[config.mk]
export PLATFORM = sky130hd
export DESIGN_NAME = first_fit_partition_allocator_top
export DESIGN_NICKNAME = d
export VERILOG_FILES = /design/src/design/ffpa_pkg.sv /design/src/design/first_fit_partition_allocator_top.sv
export SDC_FILE = /design/constraint.sdc
export NUM_CORES = 1
export LEC_CHECK = 0
export ABC_AREA = 1
export BUFFER_PORTS_ARGS = -buffer_cell sky130_fd_sc_hd__buf_2
export CAP_MARGIN = 20
export CORE_MARGIN = 10
export CORE_UTILIZATION = 59
export DETAILED_ROUTE_END_ITERATION = 10
export PLACE_DENSITY_LB_ADDON = 0.25
export SKIP_LAST_GASP = 1
export SLEW_MARGIN = 20
export SYNTH_ARGS = -nofsm -noshare
export SYNTH_HDL_FRONTEND = slang
export SYNTH_SLANG_ARGS = --single-unit
[constraint.sdc]
create_clock -name clk -period 6.3 [get_ports clk]
set_input_delay 0.63 -clock clk [delete_from_list [all_inputs] [get_ports clk]]
set_output_delay 0.63 -clock clk [all_outputs]
set_load 0.005 [all_outputs]
[src/design/ffpa_pkg.sv]
`default_nettype none
// ----------------------------------------------------------------------------
// ffpa_pkg
// Shared types and constants for the first-fit partition allocator.
// ----------------------------------------------------------------------------
package ffpa_pkg;

	localparam int NUM_PARTITIONS = 64;
	localparam int SIZE_BITS      = 16;

	localparam int ADDR_W = (NUM_PARTITIONS > 1) ? $clog2(NUM_PARTITIONS) : 1;
	localparam int CNT_W  = $clog2(NUM_PARTITIONS + 1);
	localparam int SUM_W  = SIZE_BITS + ADDR_W;

	// transaction opcodes
	localparam logic [1:0] MODE_CLEAR = 2'd0;
	localparam logic [1:0] MODE_ADD   = 2'd1;
	localparam logic [1:0] MODE_REQ   = 2'd2;

	// result codes
	localparam logic [1:0] STATUS_OK     = 2'd0;
	localparam logic [1:0] STATUS_NOFIT  = 2'd1;
	localparam logic [1:0] STATUS_REJECT = 2'd2;

	typedef enum logic [2:0] {
		ST_IDLE = 3'b001,
		ST_SCAN = 3'b010,
		ST_DONE = 3'b100
	} state_t;

endpackage
`default_nettype wire

[src/design/first_fit_partition_allocator_top.sv]
`default_nettype none
// ----------------------------------------------------------------------------
// first_fit_partition_allocator_top
// First-fit allocator over a table of variable partitions, with free space,
// largest hole and external-fragmentation tracking.
// ----------------------------------------------------------------------------
// Usage:
//   Input channel (in_valid/in_ready) carries mode and size; output channel
//   (out_valid/out_ready) returns one result transaction per input.
//   Clear, add and rejected transactions go from accept straight to the done
//   state, which loads the output register and then returns to idle.
//   Requests with a nonzero size: one table entry is read per cycle through
//   the read port of the hole memory until blocks_loaded entries are read,
//   then the done state issues the result and returns to idle. The scan
//   updates the fitting hole and recomputes the largest hole in the same pass.
//   in_ready is high only while the sequencer is idle; a new transaction may
//   be accepted while a finished result still waits in the output register.
//   If the receiver stalls, the next result is held in the sequencer until
//   the output register frees up.
//   Reset clears the table count, sums and refusal history; hole memory
//   contents are left as is and never read beyond the loaded count.
// ----------------------------------------------------------------------------
module first_fit_partition_allocator_top (
	input  wire                                 clk,
	input  wire                                 arst_n,
	input  wire                                 in_valid,
	output logic                                in_ready,
	input  wire  [1:0]                          mode,
	input  wire  [ffpa_pkg::SIZE_BITS-1:0]      size,
	output logic                                out_valid,
	input  wire                                 out_ready,
	output logic [1:0]                          status,
	output logic [ffpa_pkg::ADDR_W-1:0]         block_index,
	output logic [ffpa_pkg::SUM_W-1:0]          total_free,
	output logic [ffpa_pkg::SIZE_BITS-1:0]      largest_free,
	output logic                                frag_exists,
	output logic [ffpa_pkg::CNT_W-1:0]          blocks_loaded
);
	import ffpa_pkg::*;

	localparam logic [CNT_W-1:0] CNT_FULL = CNT_W'(NUM_PARTITIONS);

	logic [SIZE_BITS-1:0] mem [NUM_PARTITIONS];

	state_t               state_q;
	logic [1:0]           mode_q;
	logic [SIZE_BITS-1:0] size_q;

	logic [CNT_W-1:0]     cnt_q;
	logic [SUM_W-1:0]     sum_q;
	logic [SIZE_BITS-1:0] big_q;
	logic [SIZE_BITS-1:0] sref_q;
	logic                 anyref_q;

	// scan datapath
	logic [CNT_W-1:0]     rd_idx_q;
	logic                 rd_vld_s1;
	logic [ADDR_W-1:0]    rd_addr_s1;
	logic [SIZE_BITS-1:0] rd_data_s1;
	logic                 found_q;
	logic [ADDR_W-1:0]    hit_q;
	logic [SIZE_BITS-1:0] max_q;

	logic                 out_valid_q;

	logic                 accept;
	logic                 issue;
	logic                 fit;
	logic [SIZE_BITS-1:0] new_val;
	logic                 finish;

	logic                 we;
	logic [ADDR_W-1:0]    wa;
	logic [SIZE_BITS-1:0] wd;

	logic                 slot_free;
	logic [CNT_W-1:0]     cnt_n;
	logic [SUM_W-1:0]     sum_n;
	logic [SIZE_BITS-1:0] big_n;
	logic [SIZE_BITS-1:0] sref_n;
	logic                 anyref_n;
	logic [1:0]           status_n;
	logic [ADDR_W-1:0]    idx_n;
	logic                 add_ok;

	assign in_ready = (state_q == ST_IDLE);
	assign accept   = in_valid && in_ready;
	assign issue    = (state_q == ST_SCAN) && (rd_idx_q < cnt_q);
	assign finish   = (state_q == ST_SCAN) && !issue && !rd_vld_s1;

	assign fit      = rd_vld_s1 && !found_q && (rd_data_s1 >= size_q);
	assign new_val  = fit ? (rd_data_s1 - size_q) : rd_data_s1;

	assign slot_free = !out_valid_q || out_ready;
	assign add_ok    = (size_q != '0) && (cnt_q != CNT_FULL);

	// next architectural state, applied when the result is issued
	always_comb begin
		cnt_n    = cnt_q;
		sum_n    = sum_q;
		big_n    = big_q;
		sref_n   = sref_q;
		anyref_n = anyref_q;
		status_n = STATUS_OK;
		idx_n    = '0;
		unique case (mode_q)
			MODE_CLEAR: begin
				cnt_n    = '0;
				sum_n    = '0;
				big_n    = '0;
				sref_n   = '1;
				anyref_n = 1'b0;
			end
			MODE_ADD: begin
				if (add_ok) begin
					cnt_n = cnt_q + 1'b1;
					sum_n = sum_q + {{ADDR_W{1'b0}}, size_q};
					if (size_q > big_q)
						big_n = size_q;
				end else begin
					status_n = STATUS_REJECT;
				end
			end
			MODE_REQ: begin
				if (size_q == '0) begin
					status_n = STATUS_REJECT;
				end else if (found_q) begin
					sum_n = sum_q - {{ADDR_W{1'b0}}, size_q};
					big_n = max_q;
					idx_n = hit_q;
				end else begin
					status_n = STATUS_NOFIT;
					if (!anyref_q || size_q < sref_q)
						sref_n = size_q;
					anyref_n = 1'b1;
				end
			end
			default: status_n = STATUS_REJECT;
		endcase
	end

	// single write port: scan write-back or append
	always_comb begin
		we = 1'b0;
		wa = rd_addr_s1;
		wd = new_val;
		if ((state_q == ST_SCAN) && fit) begin
			we = 1'b1;
		end else if ((state_q == ST_DONE) && slot_free && (mode_q == MODE_ADD) && add_ok) begin
			we = 1'b1;
			wa = cnt_q[ADDR_W-1:0];
			wd = size_q;
		end
	end

	always_ff @(posedge clk) begin
		if (we)
			mem[wa] <= wd;
		rd_data_s1 <= mem[rd_idx_q[ADDR_W-1:0]];
		rd_addr_s1 <= rd_idx_q[ADDR_W-1:0];
	end

	always_ff @(posedge clk or negedge arst_n) begin
		if (!arst_n) begin
			state_q     <= ST_IDLE;
			cnt_q       <= '0;
			sum_q       <= '0;
			big_q       <= '0;
			sref_q      <= '1;
			anyref_q    <= 1'b0;
			rd_idx_q    <= '0;
			rd_vld_s1   <= 1'b0;
			found_q     <= 1'b0;
			out_valid_q <= 1'b0;
		end else begin
			if ((state_q == ST_DONE) && slot_free)
				out_valid_q <= 1'b1;
			else if (out_ready)
				out_valid_q <= 1'b0;
			unique case (state_q)
				ST_IDLE: begin
					if (accept) begin
						rd_idx_q  <= '0;
						rd_vld_s1 <= 1'b0;
						found_q   <= 1'b0;
						if ((mode == MODE_REQ) && (size != '0))
							state_q <= ST_SCAN;
						else
							state_q <= ST_DONE;
					end
				end
				ST_SCAN: begin
					rd_vld_s1 <= issue;
					if (issue)
						rd_idx_q <= rd_idx_q + 1'b1;
					if (fit)
						found_q <= 1'b1;
					if (finish)
						state_q <= ST_DONE;
				end
				ST_DONE: begin
					if (slot_free) begin
						cnt_q       <= cnt_n;
						sum_q       <= sum_n;
						big_q       <= big_n;
						sref_q      <= sref_n;
						anyref_q    <= anyref_n;
						state_q     <= ST_IDLE;
					end
				end
				default: state_q <= ST_IDLE;
			endcase
		end
	end

	// payload registers
	always_ff @(posedge clk) begin
		if (accept) begin
			mode_q <= mode;
			size_q <= size;
			max_q  <= '0;
		end else if ((state_q == ST_SCAN) && rd_vld_s1) begin
			if (new_val > max_q)
				max_q <= new_val;
		end
		if ((state_q == ST_SCAN) && fit)
			hit_q <= rd_addr_s1;
		if ((state_q == ST_DONE) && slot_free) begin
			status        <= status_n;
			block_index   <= idx_n;
			total_free    <= sum_n;
			largest_free  <= big_n;
			frag_exists   <= anyref_n && ({{ADDR_W{1'b0}}, sref_n} <= sum_n);
			blocks_loaded <= cnt_n;
		end
	end

	assign out_valid = out_valid_q;

`ifndef SYNTHESIS
	a_cnt_bound: assert property (@(posedge clk) disable iff (!arst_n)
		cnt_q <= CNT_FULL)
		else $error("partition count exceeds table depth");

	a_big_le_sum: assert property (@(posedge clk) disable iff (!arst_n)
		{{ADDR_W{1'b0}}, big_q} <= sum_q)
		else $error("largest hole exceeds total free space");

	a_busy_after_accept: assert property (@(posedge clk) disable iff (!arst_n)
		accept |=> !in_ready)
		else $error("sequencer idle right after accept");

	a_done_issues: assert property (@(posedge clk) disable iff (!arst_n)
		(state_q == ST_DONE) && slot_free |=> out_valid)
		else $error("result not issued from done state");
`endif

endmodule
`default_nettype wire
== Word level (Yosys, flattened, before mapping) ==
Memory sizes are Yosys's and may differ from the RTL's. A register that Yosys moved wholly into a read port is not among the register bits.
Cells that the tools add are included.

* Register bits after elaboration: 175
* Memory bits (writable): 1,024
* Input bits: 22
* Output and inout bits: 56
* Word-level logic and storage cells: 126
* Memories: 1

{| class="wikitable"
|+ Memories
! memory !! depth !! width !! rd ports !! clocked after Yosys merged registers in !! write ports !! RTL line !! RTL
|-
| mem || 64 || 16 || 1 || 1 || 1 || first_fit_partition_allocator_top.sv:43 || <nowiki>logic [SIZE_BITS-1:0] mem [NUM_PARTITIONS];</nowiki>
|}

* $add $sub $neg: 5
* Magnitude comparators: 6
* Equal/unequal tests: 12
* Muxes and demuxes: 45
* Bitwise logic cells: 2
* Reduce and logical (&&, ||, !) cells: 34

{| class="wikitable"
|+ Operator list
! cell !! number
|-
| 16-bit 2-to-1 mux || 10
|-
| 22-bit 2-to-1 mux || 3
|-
| 22-bit one-hot mux with 3 select lines || 1
|-
| 16-bit one-hot mux with 3 select lines || 1
|-
| 16-bit greater-than comparator || 2
|-
| 16-bit one-hot mux with 2 select lines || 1
|-
| 16-bit nonzero test || 2
|-
| 7-bit one-hot mux with 2 select lines || 2
|-
| 22-bit by 16-bit adder with 22-bit output || 1
|-
| 16-bit by 22-bit <= comparator with 1-bit output || 1
|-
| 22-bit by 16-bit subtractor with 22-bit output || 1
|-
| 7-bit 2-to-1 mux || 3
|-
| 16-bit greater-or-equal comparator || 1
|-
| 16-bit zero test || 1
|-
| 16-bit less-than comparator || 1
|-
| 16-bit subtractor || 1
|-
| 7-bit by 1-bit adder with 7-bit output, second input constant || 2
|-
| 1-bit logical AND || 14
|-
| 3-bit 2-to-1 mux || 4
|-
| 6-bit 2-to-1 mux || 2
|-
| 1-bit 2-to-1 mux || 11
|-
| 3-bit one-hot mux with 3 select lines || 1
|-
| 3-bit AND reduction || 3
|-
| 2-bit inequality test, second input constant || 4
|-
| other kinds (18) || 31
|}

== Logic depth before layout (Yosys ltp) ==
* Depth after elaboration: 9
* Depth in mapped cells: 28

== Worst setup path before layout ==
No wires, ideal clock.

* Path type: register to register
* Start point: register size_q[1]
* End point: memory mem[0][12] (data pin)
* Library setup time: 0.701 ns
* Data arrival time: 4.807 ns
* Path slack: 0.792 ns
* Cell stages (with the launch flop): 14
* Path buffers: 1
* Cells stage by stage: edfxtp_1 > inv_1 > fa_1 > nand3_1 > nand3_1 > a21oi_2 > o21ai_2 > nand2_1 > nand3_1 > nand2_2 > clkbuf_1 > nand2_1 > o21a_1 > o21ai_0

* Longest elaborated chain between the ends: 5
* Elaborated cells between the ends (all ways): 10
* Those cells by class: 1 x add/sub; 1 x order compare; 3 x mux; 5 x reduce/logical

{| class="wikitable"
|+ RTL lines
! item !! RTL line !! RTL
|-
| start, declared || first_fit_partition_allocator_top.sv:47 || <nowiki>logic [SIZE_BITS-1:0] size_q;</nowiki>
|-
| start signal, assigned || first_fit_partition_allocator_top.sv:220 || <nowiki>size_q <= size;</nowiki>
|-
| 16-bit greater-or-equal comparator or 16-bit nonzero test (tied branches) || first_fit_partition_allocator_top.sv:91, first_fit_partition_allocator_top.sv:95 ||
|-
| 1-bit logical AND, on equally long branches || first_fit_partition_allocator_top.sv:91, first_fit_partition_allocator_top.sv:95 ||
|-
| 16-bit 2-to-1 mux or 1-bit logical AND (tied branches) || first_fit_partition_allocator_top.sv:92, first_fit_partition_allocator_top.sv:149 ||
|-
| 16-bit 2-to-1 mux || first_fit_partition_allocator_top.sv:149 || <nowiki>end else if ((state_q == ST_DONE) && slot_free && (mode_q == MODE_ADD) && add_ok) begin</nowiki>
|-
| 16-bit 2-to-1 mux (*) || first_fit_partition_allocator_top.sv:147 || <nowiki>if ((state_q == ST_SCAN) && fit) begin</nowiki>
|-
| net wd[12] || first_fit_partition_allocator_top.sv:74 || <nowiki>logic [SIZE_BITS-1:0] wd;</nowiki>
|-
| end, declared || first_fit_partition_allocator_top.sv:43 ||
|}

Mark *: on every way through the listed nets, which the timed path passes. The rest lies on a longest branch.

== Worst setup path after layout ==
* Start point: register size_q[1]
* End point: register max_q[10]

* Longest elaborated chain between the ends: 5
* Elaborated cells between the ends (all ways): 6
* Those cells by class: 1 x add/sub; 2 x order compare; 1 x mux; 2 x reduce/logical

{| class="wikitable"
|+ RTL lines
! item !! RTL line !! RTL
|-
| 16-bit greater-or-equal comparator || first_fit_partition_allocator_top.sv:91 || <nowiki>assign fit = rd_vld_s1 && !found_q && (rd_data_s1 >= size_q);</nowiki>
|-
| 1-bit logical AND || first_fit_partition_allocator_top.sv:91 ||
|-
| 16-bit 2-to-1 mux (*) || first_fit_partition_allocator_top.sv:92 || <nowiki>assign new_val = fit ? (rd_data_s1 - size_q) : rd_data_s1;</nowiki>
|-
| net new_val[3] || first_fit_partition_allocator_top.sv:69 || <nowiki>logic [SIZE_BITS-1:0] new_val;</nowiki>
|-
| 16-bit greater-than comparator (*) || first_fit_partition_allocator_top.sv:223 || <nowiki>if (new_val > max_q)</nowiki>
|-
| 2-bit AND reduction (no line) (*) || - ||
|-
| end signal, assigned || first_fit_partition_allocator_top.sv:224 || <nowiki>max_q <= new_val;</nowiki>
|-
| end, declared || first_fit_partition_allocator_top.sv:62 || <nowiki>logic [SIZE_BITS-1:0] max_q;</nowiki>
|}

Marks and branches as above.
A chain may end at the register's enable or synchronous reset.

==> impl_metrics.toml <==
[synthesis]
syn_area_per_cell_um2 = 11.61
synth.top_cells.by_area = "edfxtp_1 62%, nor2_1 5.3%, o21ai_0 3.8%, nand2_1 3.8%, ha_1 2.8%"
ys_seq_area_share_pct = 66.91
synth_nets = 4748
synth_compound_area_share_pct = 10.91
synthFlopType = "edfxtp_1"
netlist-cell-type-count = 56
synthMuxAreaShare_pct = 1.948
synthAdderAreaFrac_pct = 2.923
yosys.area_share.simple_pct = 13.11
synth_top_cell_by_area = "edfxtp_1"
synth_top_family_by_area = "simple AND/OR/NAND/NOR gates"
synth_seq_cells = 1215
ys_warn_count = 0
netlist_area_um2 = 53430
synth-edff-count = 1102
synth_xor_area_share_pct = 0.4098
synth_top_area_share_pct = 61.94
synth_cells = 4603
postSynth.asyncResetShare_pct = 6.173

[clocking]
htreeDepth = 3
cts_made_buffers = 117
cts-root-buf = "clkbuf_16"
clkTransAtPathRegs_ps = 60
cts.sinks = 1215
cts_buffer_depth = 3
cts_tree = "built"
clock_latency_ps = 730
post_cts_buffers = 0

[timing]
finalCritPeriodShare_pct = 87.97
max_slew_margin_pct = 26.47
skew_ps = 65.78
finalCriticalPeriod_ps = 5542
rsz0062_at_grt = "false"
worst_slew_pin_slew_ps = 1099
fin_setup_tns_ps = 0
clock.fmax_mhz = 180.4
slew_viol_final = 0
final-setup-viol-count = 0
hold_viol_final = 0

[placement]
place_area_um2 = 55550
dp_hpwl_mm = 91.81
io_buffers = 77
gp_congestion = 0.9864

[global_route]
met1_usage_pct = 36.82
antenna_found_initial = 2
top_usage_layer = "met2"
grt_overflow = 0
grt_max_degree = 192
grt_usage_pct = 27.75
grt_first_pass_wirelength_mm = 217.3
gr-usage-met2_pct = 44.20
grt_pass1_vias = 34870
use_met3_pct = 4.389

[worst_setup_path]
path_delay_family = "compound AO/OA/AOI/OAI gates"
cp.arrival_ps = 6110
max_stage_delay_ps = 540
crit_path_start_kind = "flip-flop"
required_ps = 6870
slowest_stage = "clkinv_1"
criticalPathCategory = "flip-flop to flip-flop"
crit_path_max_fanout = 19
cp_num_buf_inv = 4
endpoint_kind = "flip-flop"
path_cells = "inv_1, fa_1, nand3_1, nand3_1, a21oi_2, o21ai_2, nand2_1, nand3_1, nand2_2, inv_1, or2_2, o21ai_0, inv_1, ha_1, a21oi_1, o211ai_1, nand2_1, o211a_1, o21ai_0, nand2_1, clkinv_1, o21ai_0, a21oi_1"

[die]
fp.dieW_um = 320.9
fp.coreArea_um2 = 89870
rows = 110
io-pin-count = 78
start_util_pct = 59.45
dieArea_um2 = 103000
die_y_um = 320.9

[power]
p_leak_nw = 21.08
cellPowerDensity_nw_per_um2 = 450.8
p_sw_w = 0.009828
p_sw_share_pct = 36.62
clkPwrFrac_pct = 26.0
p_int_w = 0.01701
combPwrFrac_pct = 32.7
irDropWorstVdd_uv = 292.8
p_seq_share_pct = 41.3

[layout]
nets = 4820
design_area_um2 = 59540
syn_to_final_growth_pct = 11.43
final_util_pct = 66.24
drive_gt1_share_pct = 10.32
antenna_cells = 0

[min_path]
hold_path.class = "primary input to flip-flop"

[route]
wl_per_cell_um = 24.49
drc = 0
first_pass_iters = 6
drtIter0Drc = 4653
routed_via_density = 6.236
vias = 37130
ant_nets = 0
routed_wl_mm = 145.8

[status]
outcome = "complete, no violations"

[job]
cap_violations = 0
==> metal layers <==
metal  share of wire, %  up-vias  wire (um)
li1                   -    16870          -
met5              0.011        -         16
met3                8.9      348      13020
met1                 39    18020      56340
met4                5.5        2       8052
met2                 47     1897      68360
==> what timing repair did <==
action	CTS	global route
resized for setup	0	0
endpoints found under the hold margin	23	0
hold buffers	1	0
==> path summary, 6_finish.rpt <==
| kind | start | end | slack, ps | cells after the start |
|---|---|---|---|---|
| setup reg to reg | size_q[1] | max_q[10] | 760 | 23 |
| hold / removal | size[15] | size_q[15] | 140 | 1 |
| max in group asynchronous | arst_n | big_q[3] | 4850 | 3 |
| hold reg to reg | rd_addr_s1[4] | hit_q[4] | 430 | 0 |
| min in group asynchronous | arst_n | sum_q[17] | 350 | 2 |
| setup / recovery | size_q[1] | max_q[10] | 760 | 23 |
==> registers in the layout, summed over array words and instances, names as in the netlist, 7 cells and up <==
| register | flops |
|---|---|
| size_q | 16 |
| rd_data_s1 | 16 |
| cnt_q | 7 |
| mem | 1024 |
| max_q | 16 |
| rd_idx_q | 7 |
| sum_q | 22 |
| sref_q | 16 |
| largest_free | 16 |
| total_free | 22 |
| big_q | 16 |
| blocks_loaded | 7 |
==> area by class of cell <==
type | instances | area (um2)
flip-flops and latches | 1215 | 35760
fillers | 6516 | 30340
multi-input cells | 2862 | 15890
clock buffers | 130 | 2987
repair buffers | 210 | 1551
well taps | 1176 | 1471
inverters | 269 | 1020
clock inverters | 92 | 852.1
==> layout by cell type (no fill, tap or decap), drive strengths merged, types with 2 or more instances in the layout <==
master,n
mux2i,104
a22oi,6
clkinvlp,9
nand2,550
buf,209
o211ai,36
a31oi,19
nor4,7
nand3,296
nor2,754
o22ai,3
nand4,16
a21o,6
and3,2
or2,16
o32ai,152
nor3,22
fa,3
o21bai,7
o21ai,419
o2111ai,2
dfxtp,38
inv,271
edfxtp,1102
o211a,2
clkinv,69
xor2,16
dfrtp,58
a21oi,156
ha,120
nand3b,23
xnor2,9
dfstp,17
clkbuf,130
bufinv,12
o221ai,106
a211oi,4
==> Yosys cell counts (all sizes together) (6+ instances only) <==
master,number
edfxtp,1102
nand3b,23
or2,16
nor3,22
dfrtp,58
a22oi,6
o32ai,152
xor2,16
clkbuf,194
o211ai,36
nand2,550
mux2i,104
a21o,6
a31oi,19
a21oi,156
nor4,7
dfxtp,38
nand4,16
o21bai,7
o21ai,419
inv,266
buf,63
dfstp,17
o221ai,106
nor2,754
ha,120
nand3,296
xnor2,9
==> metrics by stage <==
step           power [W]  hold slack [ps]  worst slack [ps]  instances
2_1_floorplan    0.01667            334.4             791.6       4603
4_1_cts          0.02665            93.01             799.9       5949
3_5_place_dp     0.01973            416.5             762.3       5726
5_1_grt          0.02806            115.2             145.8       5954
3_3_place_gp     0.01960            411.5             903.3       5726
6_report         0.02684            141.4             758.0       5954
==> worst reg2reg max path, stage by stage, from the launching register on <==
cell and delay, ps:
edfxtp_1 500, inv_1 250, fa_1 500, nand3_1 80, nand3_1 140, a21oi_2 270, o21ai_2 130, nand2_1 80
nand3_1 80, nand2_2 310, inv_1 300, or2_2 340, o21ai_0 210, inv_1 100, ha_1 330, a21oi_1 160
o211ai_1 110, nand2_1 60, o211a_1 130, o21ai_0 70, nand2_1 360, clkinv_1 550, o21ai_0 330, a21oi_1 60
==> power by group through the flow <==
stage	sequential [W]	combinational [W]	clock [W]
finish	0.0111	0.00878	0.00697
global route	0.0111	0.00957	0.00738
CTS	0.0111	0.00853	0.00704
detailed placement	0.0112	0.00849	0
global placement	0.0112	0.00837	0
floorplan	0.0113	0.00536	0
==> cells by family after synthesis <==
| logic type | after synthesis |
|---|---|
| compound gates | 921 |
| xor+xnor | 25 |
| fa+ha+maj | 123 |
| buf+inv | 526 |
| flops | 1215 |
| mux | 104 |
| simple gates | 1689 |
No activity file was read; power rests on OpenSTA's default activity.
